### config.mk
export PLATFORM = sky130hd
export DESIGN_NAME = lgs_ctrl
export DESIGN_NICKNAME = d
export VERILOG_FILES = /design/src/rtl/lgs_pkg.sv /design/src/rtl/lgs_ctrl.sv
export SDC_FILE = /design/constraint.sdc
export NUM_CORES = 1
export LEC_CHECK = 0
export BUFFER_PORTS_ARGS = -buffer_cell sky130_fd_sc_hd__buf_4
export CAP_MARGIN = 20
export CORE_AREA = 2 2 39 41
export DETAILED_ROUTE_END_ITERATION = 6
export DIE_AREA = 0 0 41 43
export GPL_TIMING_DRIVEN = 0
export SYNTH_ARGS = -nofsm -noshare
export SYNTH_HDL_FRONTEND = slang
export SYNTH_SLANG_ARGS = --single-unit
export TNS_END_PERCENT = 1
### constraint.sdc
create_clock -name clk -period 4.36 [get_ports clk]
set_clock_uncertainty 0.1 [all_clocks]
set_input_delay 0.218 -clock clk [delete_from_list [all_inputs] [get_ports clk]]
set_output_delay 0.218 -clock clk [all_outputs]
set_load 0.005 [all_outputs]
### src/rtl/lgs_pkg.sv
// ----------------------------------------------------------------------------
// lgs_pkg: shared types and constants for the toroidal life engine
// Sizes of the cell grid, item and result formats, controller commands.
// ----------------------------------------------------------------------------
package lgs_pkg;

    // Grid storage limits
    localparam int MAX_WIDTH  = 64;
    localparam int MAX_HEIGHT = 64;
    localparam int COL_AW     = $clog2(MAX_WIDTH);
    localparam int ROW_AW     = $clog2(MAX_HEIGHT);
    localparam int SIZE_W     = 7;
    localparam logic [SIZE_W-1:0] SIZE_MIN = SIZE_W'(3);

    // Item operation codes
    localparam logic [1:0] FUNC_WRITE   = 2'd0;
    localparam logic [1:0] FUNC_READ    = 2'd1;
    localparam logic [1:0] FUNC_CLEAR   = 2'd2;
    localparam logic [1:0] FUNC_ADVANCE = 2'd3;

    // Register indexes on the configuration port
    localparam logic REG_WIDTH  = 1'b0;
    localparam logic REG_HEIGHT = 1'b1;

    // Input item
    typedef struct packed {
        logic [1:0] func;
        logic [5:0] x;
        logic [5:0] y;
        logic       value;
    } lgs_req_t;

    // Result item
    typedef struct packed {
        logic cell_value;
        logic index_error;
    } lgs_rsp_t;

    // Column memory read address source
    typedef enum logic [2:0] {
        RD_ITEM = 3'd0,
        RD_LAST = 3'd1,
        RD_ZERO = 3'd2,
        RD_ONE  = 3'd3,
        RD_NEXT = 3'd4
    } lgs_rd_t;

    // Commands from controller to datapath
    typedef struct packed {
        logic    load_item;
        logic    rd_en;
        lgs_rd_t rd_sel;
        logic    cell_fin;
        logic    clear_all;
        logic    load_left;
        logic    load_first;
        logic    gen_step;
        logic    respond;
    } lgs_ctl_t;

endpackage

### src/rtl/lgs_ctrl.sv
// ----------------------------------------------------------------------------
// lgs_ctrl: sequencer for cell access, clear and generation sweep
// Steps the datapath through each item and flags when the result is due.
// ----------------------------------------------------------------------------
module lgs_ctrl (
    input  logic             clk,
    input  logic             rst_n,
    input  logic             start,
    input  logic [1:0]       func,
    input  logic             last_col,
    output logic             busy,
    output lgs_pkg::lgs_ctl_t ctl
);

    typedef enum logic [5:0] {
        S_IDLE = 6'b000001,
        S_CELL = 6'b000010,
        S_G0   = 6'b000100,
        S_G1   = 6'b001000,
        S_G2   = 6'b010000,
        S_GRUN = 6'b100000
    } state_t;

    state_t state_reg;
    state_t state_next;

    // Advance state
    always_ff @(posedge clk or negedge rst_n)
    begin
        if (!rst_n)
        begin
            state_reg <= S_IDLE;
        end
        else
        begin
            state_reg <= state_next;
        end
    end

    // Decode commands for the current step
    always_comb
    begin
        state_next     = state_reg;
        ctl            = '0;
        ctl.rd_sel     = lgs_pkg::RD_ITEM;
        case (state_reg)
            S_IDLE:
            begin
                if (start)
                begin
                    ctl.load_item = 1'b1;
                    case (func)
                        lgs_pkg::FUNC_WRITE, lgs_pkg::FUNC_READ:
                        begin
                            ctl.rd_en  = 1'b1;
                            ctl.rd_sel = lgs_pkg::RD_ITEM;
                            state_next = S_CELL;
                        end
                        lgs_pkg::FUNC_CLEAR:
                        begin
                            ctl.clear_all = 1'b1;
                            ctl.respond   = 1'b1;
                        end
                        default:
                        begin
                            state_next = S_G0;
                        end
                    endcase
                end
            end
            S_CELL:
            begin
                ctl.cell_fin = 1'b1;
                ctl.respond  = 1'b1;
                state_next   = S_IDLE;
            end
            // fetch the old last column, it is the left neighbor of column 0
            S_G0:
            begin
                ctl.rd_en  = 1'b1;
                ctl.rd_sel = lgs_pkg::RD_LAST;
                state_next = S_G1;
            end
            S_G1:
            begin
                ctl.load_left = 1'b1;
                ctl.rd_en     = 1'b1;
                ctl.rd_sel    = lgs_pkg::RD_ZERO;
                state_next    = S_G2;
            end
            S_G2:
            begin
                ctl.load_first = 1'b1;
                ctl.rd_en      = 1'b1;
                ctl.rd_sel     = lgs_pkg::RD_ONE;
                state_next     = S_GRUN;
            end
            // one column per cycle until the last column in use
            S_GRUN:
            begin
                ctl.gen_step = 1'b1;
                ctl.rd_en    = 1'b1;
                ctl.rd_sel   = lgs_pkg::RD_NEXT;
                if (last_col)
                begin
                    ctl.respond = 1'b1;
                    state_next  = S_IDLE;
                end
            end
            default:
            begin
                state_next = S_IDLE;
            end
        endcase
    end

    assign busy = (state_reg != S_IDLE);

endmodule

; ---- Yosys cells after proc, flatten, opt, wreduce, memory -nomap -nowiden
; Cells that the tools add are included.
[op_classes]
eq_ne = 12
mux = 17
n_reduce_logical = 3
[op_table]
columns = op, n
row1 = 6-bit one-hot mux with 5 select lines, 1
row2 = 4-bit one-hot mux with 5 select lines, 1
row3 = 6-bit two-way mux, 2
row4 = 6-bit one-hot mux with 2 select lines, 1
row5 = 1-bit two-way mux, 9
row6 = "6-bit by 1-bit equality test with 1-bit output, second input constant", 1
row7 = "6-bit by 2-bit equality test with 1-bit output, second input constant", 1
row8 = "6-bit by 3-bit equality test with 1-bit output, second input constant", 1
row9 = "6-bit by 4-bit equality test with 1-bit output, second input constant", 1
row10 = "6-bit by 5-bit equality test with 1-bit output, second input constant", 1
row11 = "6-bit equality test, second input constant", 1
row12 = "2-bit inequality test, second input constant", 3
row13 = "6-bit by 1-bit inequality test with 1-bit output, second input constant", 1
row14 = 5-bit two-way mux, 1
row15 = 4-bit two-way mux, 1
row16 = 1-bit one-hot mux with 3 select lines, 1
row17 = 3-bit AND reduction, 1
row18 = "2-bit by 1-bit equality test with 1-bit output, second input constant", 1
row19 = "2-bit equality test, second input constant", 1
row20 = 2-bit zero test, 1
row21 = 2-bit OR reduction, 1
[word_totals]
register_bits = 6
wordCells = 33

; ---- Depth between registers and ports, before layout
[depth]
depth_word = 5
ltp_mapped = 5
mapped_depth_nobuf = 4

; ---- Worst setup path before layout
; OpenSTA, ideal clock, no wires.
[synth_timing]
kind = register -> output
startpoint = register state_reg[3]
endpoint = output ctl[0] in the netlist's numbering
arrival_time_ps = 1568
required_ps = 4042
setup_slack_ps = 2474
stages_incl_launch_ff = 5
path_cell_list = dfrtp_1 or4_4 or3b_4 inv_1 a221o_1
[synth_rtl]
columns = item, line
row1 = from (decl), lgs_ctrl.sv:24  ; state_t state_reg;
row2 = from (signal assigned), lgs_ctrl.sv:36  ; state_reg <= state_next;
row3 = to (decl), lgs_ctrl.sv:12  ; output lgs_pkg::lgs_ctl_t ctl

==> flow_summary.yaml <==
routing:
  firstDrtPassIters: 2
  route.detailed.wl_per_inst_um: 12.0
  vias: 386
  detail-route-antenna-nets: 0
  wirelength_um: 936
  drtIter0Drc: 4
  drc: 0
  via_per_inst: 4.95
final_layout:
  syn_to_final_growth_pct: 48.0
  diodes: 0
  fin_util_pct: 41.0
  final_area_sq_um: 567
  final_common_cell: "buf_4"
  largest_register_ffs: 6
  fin_cells: 78
  drive_gt1_share_pct: 45.2
  layout.nets: 69
  final_cell_mix: "18 x buf_4, 5 x dfrtp_1, 3 x nor3_1, 3 x inv_1, 3 x clkbuf_4"
clocking:
  cts_tree: "yes"
  root_buffer: "clkbuf_4"
  clock_path_buffers: 2
  cts_setup_buffers: 0
  path_clk_slew_ns: 0.06
  cts_resized: 0
  clk-insertion-delay-late_ns: 0.25
  postCtsHoldBufs: 1
  h-tree-depth: 1
  numCtsBuffers: 3
  cts.sink_count: 6
timing:
  report.final.slew_viol_count: 0
  final.period_utilization_pct: 52.7
  finalHoldViolations: 0
  worst_slack_ns: 2.06
  fin_tns_setup_ns: 0
  finalSetupViolCount: 0
  rsz0062_at_grt: "no"
  worst_pin_slew_ns: 0.405
  clock.fmax_ghz: 0.436
  slew_headroom_pct: 72.8
  min_period_ns: 2.30
synthesis:
  syn_inst: 40
  syn-cell-area_sq_um: 383
  synth_seq_area_share_pct: 39.5
  ys_ff_latch: 6
  syn_area_per_cell_sq_um: 9.57
  yosysWarnings: 0
  synth_nets: 46
  synth.distinct_cells: 30
place:
  gp_congestion: 0.717
  dp_hpwl_um: 704
  dp.cells: 73
  pre_cts_ws_ns: 2.34
  io_buffers: 17
  placed_cell_area_sq_um: 531
die:
  num_io_pins: 18
  start_util_pct: 27.7
  die_x_um: 41
  die_h_um: 43
  rows: 14
  coreArea_sq_um: 1380
  dieArea_sq_um: 1760
global_route:
  grt_max_degree: 10
  grt_pass1_wl_mm: 1.48
  first_global_vias: 358
  track_usage_pct: 12.9
  overflow: 0
  antenna_found_initial: 0
pwr:
  power_density_nw_per_um2: 268
  p_leak_uw: 0.000304
  max-vdd-ir-drop_uv: 180
run:
  cap_violations: 0
setup_path:
  cp-end-kind: "primary output"
  cp_slowest_cell: "or4_4"
  critical_path_required_ns: 4.04
  cpPeakStageDelay_ns: 0.54
  crit_type: "reg -> out"
  path_cells: "or4_4 -> or3b_4 -> inv_1 -> a221o_1 -> buf_4"
  cp.arrival_ns: 1.98
  worst_setup_path_start_kind: "flip-flop"
  crit_path_max_fanout: 6
run_status:
  status: "finished clean"
min_path:
  min_path_type: "in -> reg"
## final timing paths
path | start | end | slack, ns | depth (start not counted)
worst max-delay path | state_reg[2] | ctl[0] | 2.06 | 5
worst min-delay path | func[1] | state_reg[1] | 0.05 | 2
worst max register to register | state_reg[2] | state_reg[0] | 2.54 | 3
worst min register to register | state_reg[4] | state_reg[4] | 0.52 | 2
max in group asynchronous | rst_n | state_reg[0] | 3.74 | 2
min in group asynchronous | rst_n | state_reg[5] | 0.21 | 2
## synth_stat cells (all sizes together)
master / n / area (sq um)
nand4b: 1 / 8.76
and3b: 1 / 8.76
nor3: 3 / 15.0
and2: 1 / 6.26
dfrtp: 5 / 125
nand2b: 1 / 6.26
or3b: 2 / 20.0
nor4: 1 / 6.26
clkbuf: 1 / 3.75
or3: 1 / 6.26
nand3b: 1 / 7.51
or4b: 1 / 10.0
nor3b: 1 / 7.51
nor2b: 1 / 6.26
dfstp: 1 / 26.3
o211ai: 2 / 15.0
nor2: 2 / 7.51
nor4b: 1 / 8.76
or2: 1 / 6.26
buf: 2 / 12.5
a221o: 1 / 10.0
and3: 1 / 6.26
a21oi: 1 / 5.00
o221a: 1 / 11.3
xor2: 1 / 8.76
inv: 3 / 11.3
o21ai: 1 / 5.00
or4: 1 / 11.3
## layout make-up
class / count / area (sq um)
Tap cell: 16 / 20.0
Inverter: 3 / 11.3
Timing Repair Buffer: 18 / 138
Multi-Input combinational cell: 28 / 204
Clock buffer: 4 / 26.3
Fill cell: 141 / 817
Buffer: 3 / 16.3
Sequential cell: 6 / 151
## critical path: cells and delay by family (launching register included)
kind            cells  cell delay [ns]
simple gates        2             0.95
buf+inv             2             0.20
compound gates      1             0.14
flops               1             0.43
## where the power goes
group / internal [uW] / switching [uW]
sequential: 59.5 / 3.97
combinational: 18.5 / 12.6
clock: 34.8 / 22.4
## logic make-up (layout without fill, tap and decap cells)
group / after synthesis / in the layout / synth area share (%)
DFF: 6 / 6 / 39.5
buffers and inverters: 6 / 28 / 7.19
xor gates and xnor gates: 1 / 1 / 2.29
and+or+nand+nor: 21 / 21 / 38.9
AOI/OAI and AO/OA: 6 / 6 / 12.1
## stage by stage
step	power (uW)	hold WS, ns
after floorplan	78.2	-0.178
after global placement	94.7	-0.0731
after detailed placement	94.8	-0.0727
after CTS	154	0.0383
after global routing	164	0.0347
final	152	0.0468
## metal layers
layer / up-vias / GRT usage, % / wire length, um
met2: 19 / 17.2 / 422
met5: - / 0 / 0
met1: 178 / 16.8 / 413
met3: 0 / 9.95 / 101
met4: 0 / 2.00 / 0
li1: 189 / - / -
No activity file was read; power rests on OpenSTA's default activity.
